`config.mk`:
```
export PLATFORM = sky130hd
export DESIGN_NAME = csv_field_splitter
export DESIGN_NICKNAME = d
export VERILOG_FILES = /design/src/hw/rtl/csvfs_pkg.sv /design/src/hw/rtl/csvfs_in_reg.sv /design/src/hw/rtl/csvfs_core.sv /design/src/hw/rtl/csvfs_out_reg.sv /design/src/hw/rtl/csv_field_splitter.sv
export VERILOG_INCLUDE_DIRS = /design/src /design/src/hw/rtl
export SDC_FILE = /design/constraint.sdc
export NUM_CORES = 1
export LEC_CHECK = 0
export BUFFER_PORTS_ARGS = -buffer_cell sky130_fd_sc_hd__clkbuf_2
export CAP_MARGIN = 20
export CORE_MARGIN = 2
export CORE_UTILIZATION = 40
export DETAILED_ROUTE_END_ITERATION = 7
export HOLD_SLACK_MARGIN = 0.02
export SYNTH_ARGS = -nofsm -noshare
export SYNTH_HDL_FRONTEND = slang
export SYNTH_HIERARCHICAL = 1
export SYNTH_SLANG_ARGS = --single-unit
export TNS_END_PERCENT = 30
```
`constraint.sdc`:
```
create_clock -name i_clk -period 4 [get_ports i_clk]
set_input_delay 0.8 -clock i_clk [delete_from_list [all_inputs] [get_ports i_clk]]
set_output_delay 0.8 -clock i_clk [all_outputs]
set_load 0.02 [all_outputs]
```
`src/hw/rtl/csv_field_splitter_defines.svh`:
```
// assertion helpers for the csv field splitter
`ifndef CSV_FIELD_SPLITTER_DEFINES_SVH
`define CSV_FIELD_SPLITTER_DEFINES_SVH

// same-cycle implication, checked out of reset
`define CSVFS_ASSERT_NOW(label, clk, rst_n, ante, cons, msg) \
    label: assert property (@(posedge clk) disable iff (!(rst_n)) (ante) |-> (cons)) \
        else $error(msg);

// next-cycle implication, checked out of reset
`define CSVFS_ASSERT_NEXT(label, clk, rst_n, ante, cons, msg) \
    label: assert property (@(posedge clk) disable iff (!(rst_n)) (ante) |=> (cons)) \
        else $error(msg);

`endif

```
`src/hw/rtl/csvfs_pkg.sv`:
```
package csvfs_pkg;

    localparam int MAX_FIELDS = 128;
    localparam int LEN_W      = 16;
    localparam int FCNT_W     = $clog2(MAX_FIELDS + 1);
    localparam int NUM_W      = 7;
    localparam int BYTE_W     = 8;
    localparam int KIND_W     = 2;

    localparam logic [KIND_W-1:0] KIND_BYTE   = 2'd0;
    localparam logic [KIND_W-1:0] KIND_FIELD  = 2'd1;
    localparam logic [KIND_W-1:0] KIND_RECORD = 2'd2;

    localparam logic [BYTE_W-1:0] CH_QUOTE = 8'h22;
    localparam logic [BYTE_W-1:0] CH_COMMA = 8'h2C;
    localparam logic [BYTE_W-1:0] CH_LF    = 8'h0A;
    localparam logic [BYTE_W-1:0] CH_CR    = 8'h0D;

    localparam logic [FCNT_W-1:0] FCNT_LIMIT = FCNT_W'(MAX_FIELDS);
    localparam logic [NUM_W-1:0]  NUM_LAST   = NUM_W'(MAX_FIELDS - 1);
    localparam logic [LEN_W-1:0]  LEN_MAX    = {LEN_W{1'b1}};

    typedef struct packed {
        logic [BYTE_W-1:0] data_byte;
        logic              end_of_input;
    } t_in_word;

    typedef struct packed {
        logic              emit;
        logic [KIND_W-1:0] kind;
        logic [BYTE_W-1:0] out_byte;
        logic [NUM_W-1:0]  field_number;
        logic [LEN_W-1:0]  raw_length;
        logic              is_null;
        logic              field_overflow;
    } t_result;

    typedef struct packed {
        logic record_open;
        logic in_quote;
        logic quote_pending;
    } t_status;

endpackage

```
`src/hw/rtl/csvfs_in_reg.sv`:
```
module csvfs_in_reg (
    input  logic               i_clk,
    input  logic               i_rst_n,
    input  logic               i_valid,
    output logic               o_ready,
    input  csvfs_pkg::t_in_word i_word,
    input  logic               i_take,
    output logic               o_valid,
    output csvfs_pkg::t_in_word o_word
);

    logic                r_valid;
    csvfs_pkg::t_in_word r_word;
    logic                n_valid;

    assign o_ready = !r_valid || i_take;

    always_comb begin
        n_valid = r_valid;
        if (o_ready) begin
            n_valid = i_valid;
        end
    end

    always_ff @(posedge i_clk) begin
        if (!i_rst_n) begin
            r_valid <= 1'b0;
        end else begin
            r_valid <= n_valid;
        end
    end

    always_ff @(posedge i_clk) begin
        if (o_ready && i_valid) begin
            r_word <= i_word;
        end
    end

    assign o_valid = r_valid;
    assign o_word  = r_word;

endmodule

```
`src/hw/rtl/csvfs_core.sv`:
```
module csvfs_core (
    input  logic                i_clk,
    input  logic                i_rst_n,
    input  logic                i_cfg_we,
    input  logic                i_cfg_wdata,
    input  logic                i_advance,
    input  csvfs_pkg::t_in_word i_word,
    output csvfs_pkg::t_result  o_result,
    output csvfs_pkg::t_status  o_status
);

    logic                           r_null_if_empty;
    logic                           r_in_quote, n_in_quote;
    logic                           r_at_field_start, n_at_field_start;
    logic                           r_quote_pending, n_quote_pending;
    logic                           r_started_quoted, n_started_quoted;
    logic                           r_cr_pending, n_cr_pending;
    logic                           r_record_open, n_record_open;
    logic [csvfs_pkg::FCNT_W-1:0]   r_field_cnt, n_field_cnt;
    logic [csvfs_pkg::LEN_W-1:0]    r_len, n_len;

    logic [csvfs_pkg::LEN_W-1:0]    len_inc;
    logic [csvfs_pkg::BYTE_W-1:0]   b;
    logic                           pass_on;
    logic                           do_content;
    logic                           do_finish;
    logic                           finish_rec;
    logic                           ovf;
    logic                           nul;
    csvfs_pkg::t_result             res;

    assign b       = i_word.data_byte;
    assign len_inc = (r_len == csvfs_pkg::LEN_MAX) ? r_len : r_len + 1'b1;
    assign ovf     = r_field_cnt >= csvfs_pkg::FCNT_LIMIT;

    always_comb begin
        n_in_quote       = r_in_quote;
        n_at_field_start = r_at_field_start;
        n_quote_pending  = r_quote_pending;
        n_started_quoted = r_started_quoted;
        n_cr_pending     = r_cr_pending;
        n_record_open    = r_record_open;
        n_field_cnt      = r_field_cnt;
        n_len            = r_len;
        pass_on          = 1'b0;
        do_content       = 1'b0;
        do_finish        = 1'b0;
        finish_rec       = 1'b0;
        nul              = 1'b0;
        res              = '0;

        if (i_word.end_of_input) begin
            n_quote_pending = 1'b0;
            n_cr_pending    = 1'b0;
            if (r_quote_pending) begin
                n_in_quote = 1'b0;
            end
            if (!r_record_open) begin
                n_field_cnt      = '0;
                n_len            = '0;
                n_at_field_start = 1'b1;
                n_started_quoted = 1'b0;
                n_in_quote       = 1'b0;
            end else begin
                do_finish  = 1'b1;
                finish_rec = 1'b1;
            end
        end else if (r_quote_pending) begin
            n_quote_pending = 1'b0;
            if (b == csvfs_pkg::CH_QUOTE) begin
                // doubled quote gives one literal quote
                n_len      = len_inc;
                do_content = 1'b1;
            end else begin
                n_in_quote = 1'b0;
                pass_on    = 1'b1;
            end
        end else if (r_in_quote) begin
            n_len = len_inc;
            if (b == csvfs_pkg::CH_QUOTE) begin
                n_quote_pending = 1'b1;
            end else begin
                do_content = 1'b1;
            end
        end else begin
            pass_on = 1'b1;
        end

        if (pass_on) begin
            n_cr_pending = 1'b0;
            if (r_cr_pending && b == csvfs_pkg::CH_LF) begin
                // lf of a crlf pair is dropped
            end else if (b == csvfs_pkg::CH_CR || b == csvfs_pkg::CH_LF) begin
                n_cr_pending = (b == csvfs_pkg::CH_CR);
                if (r_record_open) begin
                    do_finish  = 1'b1;
                    finish_rec = 1'b1;
                end
            end else begin
                n_record_open = 1'b1;
                if (b == csvfs_pkg::CH_COMMA) begin
                    do_finish = 1'b1;
                end else begin
                    n_len = len_inc;
                    if (b == csvfs_pkg::CH_QUOTE && r_at_field_start) begin
                        n_in_quote       = 1'b1;
                        n_started_quoted = 1'b1;
                        n_at_field_start = 1'b0;
                    end else begin
                        n_at_field_start = 1'b0;
                        do_content       = 1'b1;
                    end
                end
            end
        end

        if (do_content && !ovf) begin
            res.emit         = 1'b1;
            res.kind         = csvfs_pkg::KIND_BYTE;
            res.out_byte     = b;
            res.field_number = r_field_cnt[csvfs_pkg::NUM_W-1:0];
        end

        if (do_finish) begin
            // bare quoted-empty field counts as null too
            nul = r_null_if_empty && ((r_len == '0) ||
                  (r_started_quoted && r_len == csvfs_pkg::LEN_W'(2) && !n_in_quote));
            if (finish_rec) begin
                res.emit = 1'b1;
                res.kind = csvfs_pkg::KIND_RECORD;
                if (ovf) begin
                    res.field_number   = csvfs_pkg::NUM_LAST;
                    res.field_overflow = 1'b1;
                end else begin
                    res.field_number = r_field_cnt[csvfs_pkg::NUM_W-1:0];
                    res.raw_length   = r_len;
                    res.is_null      = nul;
                end
                n_field_cnt   = '0;
                n_record_open = 1'b0;
            end else if (!ovf) begin
                res.emit         = 1'b1;
                res.kind         = csvfs_pkg::KIND_FIELD;
                res.field_number = r_field_cnt[csvfs_pkg::NUM_W-1:0];
                res.raw_length   = r_len;
                res.is_null      = nul;
                n_field_cnt      = r_field_cnt + 1'b1;
            end
            n_len            = '0;
            n_at_field_start = 1'b1;
            n_started_quoted = 1'b0;
            n_in_quote       = 1'b0;
            n_quote_pending  = 1'b0;
        end
    end

    always_ff @(posedge i_clk) begin
        if (!i_rst_n) begin
            r_null_if_empty  <= 1'b0;
            r_in_quote       <= 1'b0;
            r_at_field_start <= 1'b1;
            r_quote_pending  <= 1'b0;
            r_started_quoted <= 1'b0;
            r_cr_pending     <= 1'b0;
            r_record_open    <= 1'b0;
            r_field_cnt      <= '0;
            r_len            <= '0;
        end else begin
            if (i_cfg_we) begin
                r_null_if_empty <= i_cfg_wdata;
            end
            if (i_advance) begin
                r_in_quote       <= n_in_quote;
                r_at_field_start <= n_at_field_start;
                r_quote_pending  <= n_quote_pending;
                r_started_quoted <= n_started_quoted;
                r_cr_pending     <= n_cr_pending;
                r_record_open    <= n_record_open;
                r_field_cnt      <= n_field_cnt;
                r_len            <= n_len;
            end
        end
    end

    assign o_result               = res;
    assign o_status.record_open   = r_record_open;
    assign o_status.in_quote      = r_in_quote;
    assign o_status.quote_pending = r_quote_pending;

endmodule

```
`src/hw/rtl/csvfs_out_reg.sv`:
```
module csvfs_out_reg (
    input  logic               i_clk,
    input  logic               i_rst_n,
    input  logic               i_word_valid,
    input  csvfs_pkg::t_result i_result,
    input  logic               i_ready,
    output logic               o_valid,
    output logic               o_take,
    output csvfs_pkg::t_result o_result
);

    logic               r_valid, n_valid;
    csvfs_pkg::t_result r_result;

    // a word moves on whenever the result slot is free or being drained
    assign o_take = i_word_valid && (!r_valid || i_ready);

    always_comb begin
        n_valid = r_valid && !i_ready;
        if (o_take) begin
            n_valid = i_result.emit;
        end
    end

    always_ff @(posedge i_clk) begin
        if (!i_rst_n) begin
            r_valid <= 1'b0;
        end else begin
            r_valid <= n_valid;
        end
    end

    always_ff @(posedge i_clk) begin
        if (o_take && i_result.emit) begin
            r_result <= i_result;
        end
    end

    assign o_valid  = r_valid;
    assign o_result = r_result;

endmodule

```
`src/hw/rtl/csv_field_splitter.sv`:
```
// channel   direction  handshake                   payload
// in        input      i_in_valid / o_in_ready     i_data_byte, i_end_of_input
// out       output     o_out_valid / i_out_ready   o_kind .. o_field_overflow
// cfg       input      i_cfg_we (no wait)          i_cfg_wdata (null_if_empty)
//
// one word per cycle sustained while the output is not stalled; a word is held in
// the input register, and its result goes into the output register when taken
// the field state update is a single pass of logic between those two registers
// synchronous active-low reset, no clearing pass; accepts words right after reset
// a stalled output holds the result register and stops the input register only
// when it is full, so the input side stays ready while the input register is empty
`include "csv_field_splitter_defines.svh"

module csv_field_splitter (
    input  logic                            i_clk,
    input  logic                            i_rst_n,
    input  logic                            i_cfg_we,
    input  logic                            i_cfg_wdata,
    input  logic                            i_in_valid,
    output logic                            o_in_ready,
    input  logic [csvfs_pkg::BYTE_W-1:0]    i_data_byte,
    input  logic                            i_end_of_input,
    output logic                            o_out_valid,
    input  logic                            i_out_ready,
    output logic [csvfs_pkg::KIND_W-1:0]    o_kind,
    output logic [csvfs_pkg::BYTE_W-1:0]    o_out_byte,
    output logic [csvfs_pkg::NUM_W-1:0]     o_field_number,
    output logic [csvfs_pkg::LEN_W-1:0]     o_raw_length,
    output logic                            o_is_null,
    output logic                            o_field_overflow
);

    csvfs_pkg::t_in_word in_word;
    csvfs_pkg::t_in_word held_word;
    csvfs_pkg::t_result  next_result;
    csvfs_pkg::t_result  out_result;
    csvfs_pkg::t_status  status;
    logic                held_valid;
    logic                take;

    assign in_word.data_byte    = i_data_byte;
    assign in_word.end_of_input = i_end_of_input;

    csvfs_in_reg u_in_reg (
        .i_clk   (i_clk),
        .i_rst_n (i_rst_n),
        .i_valid (i_in_valid),
        .o_ready (o_in_ready),
        .i_word  (in_word),
        .i_take  (take),
        .o_valid (held_valid),
        .o_word  (held_word)
    );

    csvfs_core u_core (
        .i_clk       (i_clk),
        .i_rst_n     (i_rst_n),
        .i_cfg_we    (i_cfg_we),
        .i_cfg_wdata (i_cfg_wdata),
        .i_advance   (take),
        .i_word      (held_word),
        .o_result    (next_result),
        .o_status    (status)
    );

    csvfs_out_reg u_out_reg (
        .i_clk        (i_clk),
        .i_rst_n      (i_rst_n),
        .i_word_valid (held_valid),
        .i_result     (next_result),
        .i_ready      (i_out_ready),
        .o_valid      (o_out_valid),
        .o_take       (take),
        .o_result     (out_result)
    );

    assign o_kind           = out_result.kind;
    assign o_out_byte       = out_result.out_byte;
    assign o_field_number   = out_result.field_number;
    assign o_raw_length     = out_result.raw_length;
    assign o_is_null        = out_result.is_null;
    assign o_field_overflow = out_result.field_overflow;

    `CSVFS_ASSERT_NOW(a_pending_in_quote, i_clk, i_rst_n, status.quote_pending, status.in_quote, "quote pending outside quotes")

    `CSVFS_ASSERT_NOW(a_byte_clean, i_clk, i_rst_n, o_out_valid && o_kind == csvfs_pkg::KIND_BYTE, o_raw_length == '0 && !o_is_null && !o_field_overflow, "content word carries field-end data")

    `CSVFS_ASSERT_NOW(a_overflow_record, i_clk, i_rst_n, o_out_valid && o_field_overflow, o_kind == csvfs_pkg::KIND_RECORD && o_field_number == csvfs_pkg::NUM_LAST, "overflow flag off a record end")

    `CSVFS_ASSERT_NEXT(a_eoi_closes, i_clk, i_rst_n, take && held_word.end_of_input, !status.record_open && !status.in_quote, "record left open after end of input")

endmodule

```
# [After elaboration in Yosys (flattened, before gate mapping)]
# Index checks and enable logic that the tools add are counted.
[classes] n_div=0 reduce_logical=23 order_cmp=1 mux=90 add_sub_neg=2 mul=0 bitwise_logic=0 shifts=0 n_eq_ne=6
[op_table] op="16-bit 2-to-1 mux" count=11
[op_table] op="1-bit 2-to-1 mux" count=65
[op_table] op="24-bit 2-to-1 mux" count=2
[op_table] op="8-bit 2-to-1 mux" count=5
[op_table] op="25-bit 2-to-1 mux" count=1
[op_table] op="18-bit 2-to-1 mux" count=1
[op_table] op="17-bit 2-to-1 mux" count=1
[op_table] op="16-bit by 1-bit adder with 16-bit output, second input constant" count=1
[op_table] op="16-bit == test, second input constant" count=1
[op_table] op="16-bit by 2-bit == test with 1-bit output, second input constant" count=1
[op_table] op="8-bit by 4-bit == test with 1-bit output, second input constant" count=2
[op_table] op="8-bit by 6-bit == test with 1-bit output, second input constant" count=2
[op_table] op="16-bit logical NOT" count=1
[op_table] op="1-bit logical AND" count=10
[op_table] op="3-bit 2-to-1 mux" count=3
[op_table] op="8-bit by 1-bit adder with 8-bit output, second input constant" count=1
[op_table] op="8-bit greater-or-equal comparator, second input constant" count=1
[op_table] op="7-bit 2-to-1 mux" count=1
[op_table] op="1-bit logical NOT" count=5
[op_table] op="1-bit logical OR" count=4
[op_table] op="2-bit AND reduction" count=2
[op_table] op="2-bit nonzero test" count=1
[totals] word_cells=141 latchBits=0 ram_bits=0 romBits=0 register_bits=77 memories=0

# [Longest topological paths before layout]
# Gate-level depths: netlist (run 1).
[logic_depth] ltp_word=16 mapped_depth=10

# [Modules after synthesis]
# The synthesis (run 1) kept the hierarchy.
[by_module_without_submodules] mod="csvfs_core" cells_per_inst=347 area_each_um2=2647.5 instances=1 seq_area_each_um2=620.6
[by_module_without_submodules] mod="csvfs_out_reg" cells_per_inst=42 area_each_um2=1154.9 instances=1 seq_area_each_um2=1101.1
[by_module_without_submodules] mod="csvfs_in_reg" cells_per_inst=14 area_each_um2=327.8 instances=1 seq_area_each_um2=290.3

# [Least setup slack after synthesis (run 1)]
# OpenSTA, ideal clock, no wires.
[synth_path] kind="register -> register" from="reg u_in_reg.r_word, in the netlist u_in_reg/o_word[3]" to="reg u_out_reg.r_result, in the netlist u_out_reg/o_result[0], enable pin" synth_period_minus_slack_ns=3.058 setup_time_ns=0.381 path_stages_with_launch=10 n_path_buf=1 t_arrival_ns=2.677 setup_slack_ns=0.942 required_time_ns=3.619 cell_sequence="edfxtp_1 > or4b_1 > o211a_2 > o21a_1 > nor3_4 > or2_1 > buf_6 > or2_1 > nand2_2 > nor2b_4"
[synth_rtl] item="start: declaration" line_no="csvfs_in_reg.sv:13" rtl="csvfs_pkg::t_in_word r_word;"
[synth_rtl] item="start signal: assignment" line_no="csvfs_in_reg.sv:35" rtl="r_word <= i_word;"
[synth_rtl] item="end signal: assignment" line_no="csvfs_out_reg.sv:35" rtl="r_result <= i_result;"
[synth_rtl] item="end: declaration" line_no="csvfs_out_reg.sv:13" rtl="csvfs_pkg::t_result r_result;"

==> results.json, run 1 <==
{
  "syn_area_per_cell_um2": 10.2,
  "rsz0062_at_grt": "no",
  "synth_area_um2": 4080,
  "antenna_left": 0,
  "p_leak_uw": 0.00179,
  "insertedDiodeCount": 0,
  "post_cts_buffers": 0,
  "cpPeakStageDelay_ps": 660,
  "skew_ps": 8.44,
  "end_kind": "register",
  "slew_violations": 0,
  "grt_overflow": 0,
  "die_h_um": 105,
  "final_nets": 463,
  "p_per_area_nw_per_um2": 360,
  "core_region_area_um2": 9820,
  "status": "completed",
  "path_buf_inv": 1,
  "seq_power_share_pct": 54.8,
  "finalCriticalPeriod_ps": 3300,
  "synth_fp_nets": 419,
  "ioPinCount": 52,
  "grt_antenna_before_repair": 0,
  "drt-total-wl_um": 9690,
  "critPathMaxFanout": 35,
  "holdWs_ps": 467,
  "cts_tree": "built",
  "numPortBuffers": 51,
  "die-area_um2": 11000,
  "wl_per_cell_um": 16.7,
  "worstSkewPairLatency_ps": 350,
  "ys_warn_count": 6,
  "cp_top_family": "simple AND/OR/NAND/NOR gates",
  "syn2layout_area_growth_pct": 12.9,
  "numCtsBuffers": 9,
  "drive_gt1_share_pct": 19.2,
  "routed_via_density": 5.67,
  "place_area_um2": 4420,
  "setup_viol": 0,
  "htree_levels": 3,
  "final_hold_viol_count": 0,
  "crit_required_ps": 4000,
  "max-vdd-ir-drop_uv": 202,
  "p_int_uw": 1220,
  "critPathArrivalTime_ps": 3300,
  "cap_violations": 0,
  "cts.sinks": 77,
  "first_global_vias": 3095,
  "drc": 0,
  "cts_max_path_buffers": 2,
  "crit_chain": "or4b_1 > nor4_1 > nand2b_1 > and2_1 > or2_1 > nand2_2 > nor2b_4 > buf_4",
  "p_sw_share_pct": 26.1,
  "tns_ps": 0,
  "die_w_um": 105,
  "place_hpwl_um": 6830,
  "grt_usage_pct": 18.3,
  "critical_path_class": "register to register",
  "gp_congestion": 0.869,
  "ctsHoldBuffers": 0,
  "max_freq_ghz": 0.303,
  "combinationalPowerShare_pct": 11.5,
  "hp-class": "register to register",
  "switching_power_uw": 432,
  "fin_area_um2": 4600,
  "cts_resized": 0,
  "grt_pass1_wl_um": 16000,
  "first_pass_iters": 5,
  "layout_worst_path_cycle_share_pct": 82.6,
  "max-slew-margin-rel_pct": 31.3,
  "pwr-share-clk_pct": 33.7,
  "syn_inst": 399,
  "grt_max_degree": 36,
  "start_kind": "register",
  "crit_path_top_delay_cell": "or4b_1",
  "vias": 3297,
  "rows": 36,
  "worst_slew_pin_slew_ps": 1020,
  "cts_root_buffer": "clkbuf_8",
  "initial_core_util_pct": 41.5,
  "clkTransAtPathRegs_ps": 80,
  "drtIter0Drc": 171
}
worst register-to-register path: cells and delay by family (launching register included):
| kind | cells | cell delay, ps |
|---|---|---|
| flops | 1 | 450 |
| simple gates | 7 | 2080 |
| buf+inv | 1 | 410 |
power by group through the flow:
stage / clock, µW / sequential (µW) / combinational (µW)
2_1_floorplan: 0 / 931 / 125
3_3_place_gp: 0 / 926 / 188
3_5_place_dp: 0 / 927 / 190
4_1_cts: 574 / 908 / 191
5_1_grt: 605 / 915 / 209
6_report: 558 / 909 / 191
per-layer routing:
| layer | track usage (%) | wire [µm] | part of all wire [%] |
|---|---|---|---|
| met2 | 30.3 | 4810 | 50 |
| met5 | 0 | 0 | 0 |
| met1 | 23.4 | 4270 | 44 |
| met3 | 4.05 | 479 | 4.9 |
| met4 | 6.48 | 130 | 1.3 |
flip-flops by register name, indices dropped and copies added (netlist names), 8 cells and up:
signal              count
u_in_reg/o_word         9
u_out_reg/o_result     35
u_core/r_len           16
u_core/r_field_cnt      8
final cells by class:
class	instances	area (µm²)
fill	977	5220
sequential	77	1980
multi-input combinational	287	1940
timing repair buffer	54	278
tap	133	166
clock buffer	10	128
clock inverter	6	55.1
inverter	14	52.6
cell usage in the layout, fill, tap and decap left out, types with 13 or more instances in the layout:
cell type,count
clkbuf_2,51
edfxtp_1,44
dfxtp_1,33
nand2_1,31
and2_1,26
nor2_1,20
a21oi_1,19
o21ai_0,16
a21o_1,14
inv_1,13
nand4_1,13
through the flow:
step | cells | util, % | total power [µW] | setup WS (ps)
3_5_place_dp | 565 | 45.0 | 1120 | 748
4_1_cts | 581 | 46.9 | 1670 | 730
5_1_grt | 581 | 46.9 | 1730 | 491
2_1_floorplan | 399 | - | 1060 | 974
3_3_place_gp | 565 | 45.0 | 1110 | 867
6_report | 581 | 46.9 | 1660 | 696
path summary, 6_finish.rpt:
check | startpoint | cells past startpoint | slack [ps] | end
hold / removal | u_core/r_started_quoted | 1 | 470 | u_core/r_started_quoted
setup / recovery | u_in_reg/o_word[7] | 8 | 700 | u_out_reg/o_result[10]
setup reg to reg | u_in_reg/o_word[7] | 8 | 700 | u_out_reg/o_result[10]
hold reg to reg | u_core/r_started_quoted | 1 | 470 | u_core/r_started_quoted
No activity file was read; power rests on OpenSTA's default activity.
==> inputs of run 2 (changes only) <==
--- a/config.mk
+++ b/config.mk
@@ -6,6 +6,7 @@
 export SDC_FILE = /design/constraint.sdc
 export NUM_CORES = 1
 export LEC_CHECK = 0
+export ABC_AREA = 1
 export BUFFER_PORTS_ARGS = -buffer_cell sky130_fd_sc_hd__clkbuf_2
 export CAP_MARGIN = 20
 export CORE_MARGIN = 2
==> constraint.sdc (replaced) <==
create_clock -name i_clk -period 3.4 [get_ports i_clk]
set_input_delay 0.68 -clock i_clk [delete_from_list [all_inputs] [get_ports i_clk]]
set_output_delay 0.68 -clock i_clk [all_outputs]
set_load 0.02 [all_outputs]
==> results.json, run 2 <==
{
  "grt_max_degree": 36,
  "final_common_cell": "nand2_1",
  "clkTransAtPathRegs_ps": 60,
  "final_nets": 644,
  "grt_overflow": 0,
  "routed_via_density": 5.30,
  "pwr-share-clk_pct": 39.0,
  "wl_per_cell_um": 14.3,
  "combinationalPowerShare_pct": 12.9,
  "p_sw_share_pct": 26.4,
  "p_per_area_nw_per_um2": 434,
  "vias": 4078,
  "antenna_left": 0,
  "htree_levels": 3,
  "syn2layout_area_growth_pct": 13.0,
  "fill_cells": 1098,
  "fin_area_um2": 5110,
  "r2r_setup_slack_ps": 590,
  "insertedDiodeCount": 0,
  "grt_usage_pct": 19.0,
  "synth_area_um2": 4520,
  "ctsHoldBuffers": 0,
  "cap_violations": 0,
  "seq_power_share_pct": 48.1,
  "final_hold_viol_count": 0,
  "cp.depth": 11,
  "drtIter0Drc": 344,
  "endpoint": "u_out_reg/o_result[16]",
  "r2r_end": "u_out_reg/o_result[16]",
  "p_leak_uw": 0.00208,
  "ioPinCount": 52,
  "critPathMaxFanout": 35,
  "r2r-start": "u_in_reg/o_word[0]",
  "cts_max_path_buffers": 2,
  "initial_core_util_pct": 41.3,
  "start_kind": "register",
  "syn_inst": 581,
  "worstSkewPairLatency_ps": 330,
  "slew_violations": 0,
  "die_h_um": 110,
  "reg2reg_depth": 11,
  "rows": 38,
  "max_freq_ghz": 0.356,
  "critPathArrivalTime_ps": 2780,
  "cts.sinks": 77,
  "grt_antenna_before_repair": 0,
  "cts_resized": 0,
  "p_int_uw": 1630,
  "gp_congestion": 0.935,
  "die_w_um": 110,
  "switching_power_uw": 586,
  "numCtsBuffers": 9,
  "crit_start": "u_in_reg/o_word[0]",
  "place_hpwl_um": 7590,
  "hp-class": "register to register",
  "critical_path_class": "register to register",
  "ys_warn_count": 6,
  "crit_required_ps": 3370,
  "drive_gt1_share_pct": 18.1,
  "status": "completed",
  "setup_viol": 0,
  "first_global_vias": 3709,
  "crit_path_top_delay_cell": "edfxtp_1",
  "worst_slew_pin_slew_ps": 823,
  "cpPeakStageDelay_ps": 430,
  "layout_worst_path_cycle_share_pct": 82.6,
  "die-area_um2": 12200,
  "drc": 0,
  "skew_ps": 6.27,
  "end_kind": "register",
  "crit_chain": "nand2_1 > inv_1 > nor2_1 > nand2_1 > nand3_2 > nand2_4 > nand2_4 > nand3_4 > inv_1 > nor3_4 > buf_4",
  "max-vdd-ir-drop_uv": 177,
  "tns_ps": 0,
  "rsz0062_at_grt": "no",
  "numPortBuffers": 51,
  "synth_fp_nets": 601,
  "first_pass_iters": 5,
  "grt_pass1_wl_um": 17800,
  "core_region_area_um2": 10900,
  "layout_common_cells": "nand2_1 (124), inv_1 (61), nor2_1 (55)",
  "syn_area_per_cell_um2": 7.77,
  "largest_reg_flops": 35,
  "post_cts_buffers": 0,
  "place_area_um2": 4840,
  "cts_root_buffer": "clkbuf_16",
  "finalCriticalPeriod_ps": 2810,
  "drt-total-wl_um": 11000,
  "cp_top_family": "simple AND/OR/NAND/NOR gates",
  "max-slew-margin-rel_pct": 45.1,
  "path_buf_inv": 3,
  "cts_tree": "built"
}
-- run 2: power groups by stage --
stage / sequential [µW] / clock (µW) / combinational, µW
2_1_floorplan: 1110 / 0 / 179
3_3_place_gp: 1080 / 0 / 283
3_5_place_dp: 1090 / 0 / 285
4_1_cts: 1070 / 887 / 286
5_1_grt: 1070 / 924 / 316
6_report: 1070 / 865 / 287
-- run 2: how the worst min path moves through the flow --
stage	startpoint	to	slack, ps	cells past startpoint
floorplan	u_core/r_in_quote	u_core/r_in_quote	450	2
global placement	u_core/r_in_quote	u_core/r_in_quote	450	2
detailed placement	u_core/r_in_quote	u_core/r_in_quote	470	2
CTS	u_core/r_in_quote	u_core/r_in_quote	470	2
global route	u_core/r_in_quote	u_core/r_in_quote	510	2
finish	u_core/r_in_quote	u_core/r_in_quote	470	2
-- run 2: worst register-to-register path, delay by kind of cell, from the launching register on --
kind / cells / cell delay, ps
buffers and inverters: 3 / 670
DFF: 1 / 430
and+or+nand+nor: 8 / 1330
-- run 2: metal layers --
layer  track usage (%)  vias to the layer above  wire, µm
met2              28.9                      131      5010
met4              8.84                        0       219
met5                 0                        -         0
li1                  -                     2035         -
met1              26.5                     1891      5150
met3              2.88                       21       606
-- run 2: area by class of cell --
cell class,count,area [µm²],share of cell area [%]
clock buffers,14,254,4.97
clock inverters,2,12.5,0.245
inverters,72,270,5.29
multi-input cells,410,2130,41.8
flip-flops and latches,77,1980,38.8
well taps,140,175,3.43
repair buffers,54,278,5.44
-- run 2: per-stage QoR --
step | setup WS [ps] | util (%) | power, µW | cells | hold slack, ps
after floorplan | 109 | - | 1290 | 581 | 445
after global placement | 699 | 44.3 | 1370 | 753 | 454
after detailed placement | 606 | 44.3 | 1370 | 753 | 465
after CTS | 590 | 46.7 | 2240 | 769 | 474
after global routing | 377 | 46.7 | 2310 | 769 | 510
final | 593 | 46.7 | 2220 | 769 | 468
==> inputs of run 3 (changes only) <==
--- a/config.mk
+++ b/config.mk
@@ -6,7 +6,7 @@
 export SDC_FILE = /design/constraint.sdc
 export NUM_CORES = 1
 export LEC_CHECK = 0
-export ABC_AREA = 1
+export ABC_AREA = 0
 export BUFFER_PORTS_ARGS = -buffer_cell sky130_fd_sc_hd__clkbuf_2
 export CAP_MARGIN = 20
 export CORE_MARGIN = 2
==> constraint.sdc (replaced) <==
create_clock -name i_clk -period 2.4 [get_ports i_clk]
set_input_delay 0.48 -clock i_clk [delete_from_list [all_inputs] [get_ports i_clk]]
set_output_delay 0.48 -clock i_clk [all_outputs]
set_load 0.02 [all_outputs]
==> results.json, run 3 (synthesis results as in run 1) <==
{
  "end_kind": "register",
  "slew_violations": 0,
  "crit_chain": "or4b_4 > o211a_4 > o21a_1 > nor3_4 > or2_1 > or2_1 > nand2_2 > nor2b_4 > buf_4",
  "wl_per_cell_um": 16.2,
  "setup_viol": 35,
  "grt_max_degree": 26,
  "cpPeakStageDelay_ps": 540,
  "cts_max_path_buffers": 2,
  "gp_congestion": 0.943,
  "max_freq_ghz": 0.388,
  "ioPinCount": 52,
  "final_common_cell": "buf_4",
  "drive_gt1_share_pct": 30.9,
  "insertedDiodeCount": 0,
  "htree_levels": 3,
  "cap_violations": 0,
  "final_hold_viol_count": 0,
  "p_leak_uw": 0.00212,
  "wl_met1_um": 4580,
  "grt_usage_pct": 19.3,
  "violations": "setup timing",
  "crit_required_ps": 2460,
  "wl_met3_um": 491,
  "drc": 0,
  "place_ws_ps": -170,
  "crit_top_cell": "or2_1",
  "tns_ps": -5870,
  "cp_top_family": "simple AND/OR/NAND/NOR gates",
  "grt_antenna_before_repair": 0,
  "setup_slack_ps": -181,
  "cts_root_buffer": "clkbuf_8",
  "cts_tree": "built",
  "numCtsBuffers": 9,
  "path_buf_inv": 1,
  "critPathMaxFanout": 10,
  "worst_slew_pin_slew_ps": 636,
  "instances_no_fill": 644,
  "worstSkewPairLatency_ps": 350,
  "layout_worst_path_cycle_share_pct": 108,
  "syn2layout_area_growth_pct": 26.3,
  "drt-total-wl_um": 10400,
  "dpl.cell_count": 627,
  "topRoutingLayerUsed": "met4",
  "status": "finished with violations",
  "first_global_vias": 3399,
  "core_region_area_um2": 9820,
  "die_h_um": 105,
  "numPortBuffers": 51,
  "cts.sinks": 77,
  "clkTransAtPathRegs_ps": 70,
  "grt_overflow": 0,
  "hp-class": "primary input to register",
  "max-vdd-ir-drop_uv": 246,
  "vias": 3520,
  "place_hpwl_um": 7540,
  "drtIter0Drc": 175,
  "largest_reg_flops": 35,
  "initial_core_util_pct": 41.5,
  "p_per_area_nw_per_um2": 562,
  "critical_path_class": "register to register",
  "place_area_um2": 4910,
  "skew_ps": 6.69,
  "final_nets": 526,
  "antenna_left": 0,
  "routed_via_density": 5.47,
  "crit_path_top_delay_cell": "or4b_4",
  "dr_wl_met2_um": 5100,
  "rsz0062_at_grt": "yes",
  "die-area_um2": 11000,
  "max-slew-margin-rel_pct": 57.6,
  "first_pass_iters": 4,
  "fin_area_um2": 5150,
  "finalCriticalPeriod_ps": 2580,
  "start_kind": "register",
  "fill_cells": 928,
  "critPathArrivalTime_ps": 2640,
  "ctsHoldBuffers": 0,
  "grt_pass1_wl_um": 16700,
  "rows": 36,
  "layout_common_cells": "buf_4 (65), clkbuf_2 (51), edfxtp_1 (44)",
  "die_w_um": 105
}
[run 3: cell count changes in the layout (fill, tap and decap cells not counted), sizes merged, moves of 25 or more]
cell	delta
a21oi	-25
nor2	-44
and2	+29
nand2	-111
buf	+63
o21ai	-32
nand3	-35
inv	-57
[run 3: path summary, 6_finish.rpt]
check                           depth (start not counted)               startpoint  slack (ps)                 endpoint
worst max-delay path                                    9       u_in_reg/o_word[3]        -180    u_out_reg/o_result[3]
worst min-delay path                                    1           i_data_byte[3]         300       u_in_reg/o_word[4]
worst max register to register                          9       u_in_reg/o_word[3]        -180    u_out_reg/o_result[3]
worst min register to register                          1  u_core/r_started_quoted         460  u_core/r_started_quoted
[run 3: timing repair]
item / 4_1_cts / 5_1_grt
pin swaps: 0 / 1
resized for setup: 4 / 7
setup endpoints to repair: 41 / 58
buffers inserted: 0 / 1
[run 3: per-layer routing]
layer	vias up	track usage [%]
li1	1733	-
met1	1664	24.5
met2	101	31.2
met3	22	4.62
met4	0	8.67
met5	-	0
[run 3: worst register-to-register path, cell delays in order, from the launching register on]
cell and delay [ps]:
edfxtp_1 440, or4b_4 540, o211a_4 250, o21a_1 210, nor3_4 120, or2_1 150
or2_1 130, nand2_2 80, nor2b_4 150, buf_4 210
[run 3: area by class of cell]
| class | instances | area (µm²) | area share (%) |
|---|---|---|---|
| Multi-Input combinational cell | 287 | 2000 | 38.8 |
| Sequential cell | 77 | 1980 | 38.5 |
| Timing Repair Buffer | 117 | 763 | 14.8 |
| Tap cell | 133 | 166 | 3.23 |
| Clock buffer | 14 | 153 | 2.96 |
| Inverter | 14 | 52.6 | 1.02 |
| Clock inverter | 2 | 35.0 | 0.680 |
[run 3: stage by stage]
stage | utilization [%] | hold slack, ps | total power, µW
2_1_floorplan | - | 426 | 1760
4_1_cts | 52.0 | 285 | 2910
3_5_place_dp | 50.0 | 444 | 1940
3_3_place_gp | 50.0 | 436 | 1940
5_1_grt | 52.5 | 280 | 3030
6_report | 52.5 | 298 | 2890
[run 3: power breakdown]
group	internal, µW	switching (µW)	total, µW
Sequential	1450	37.8	1490
Clock	510	457	967
Combinational	188	248	435
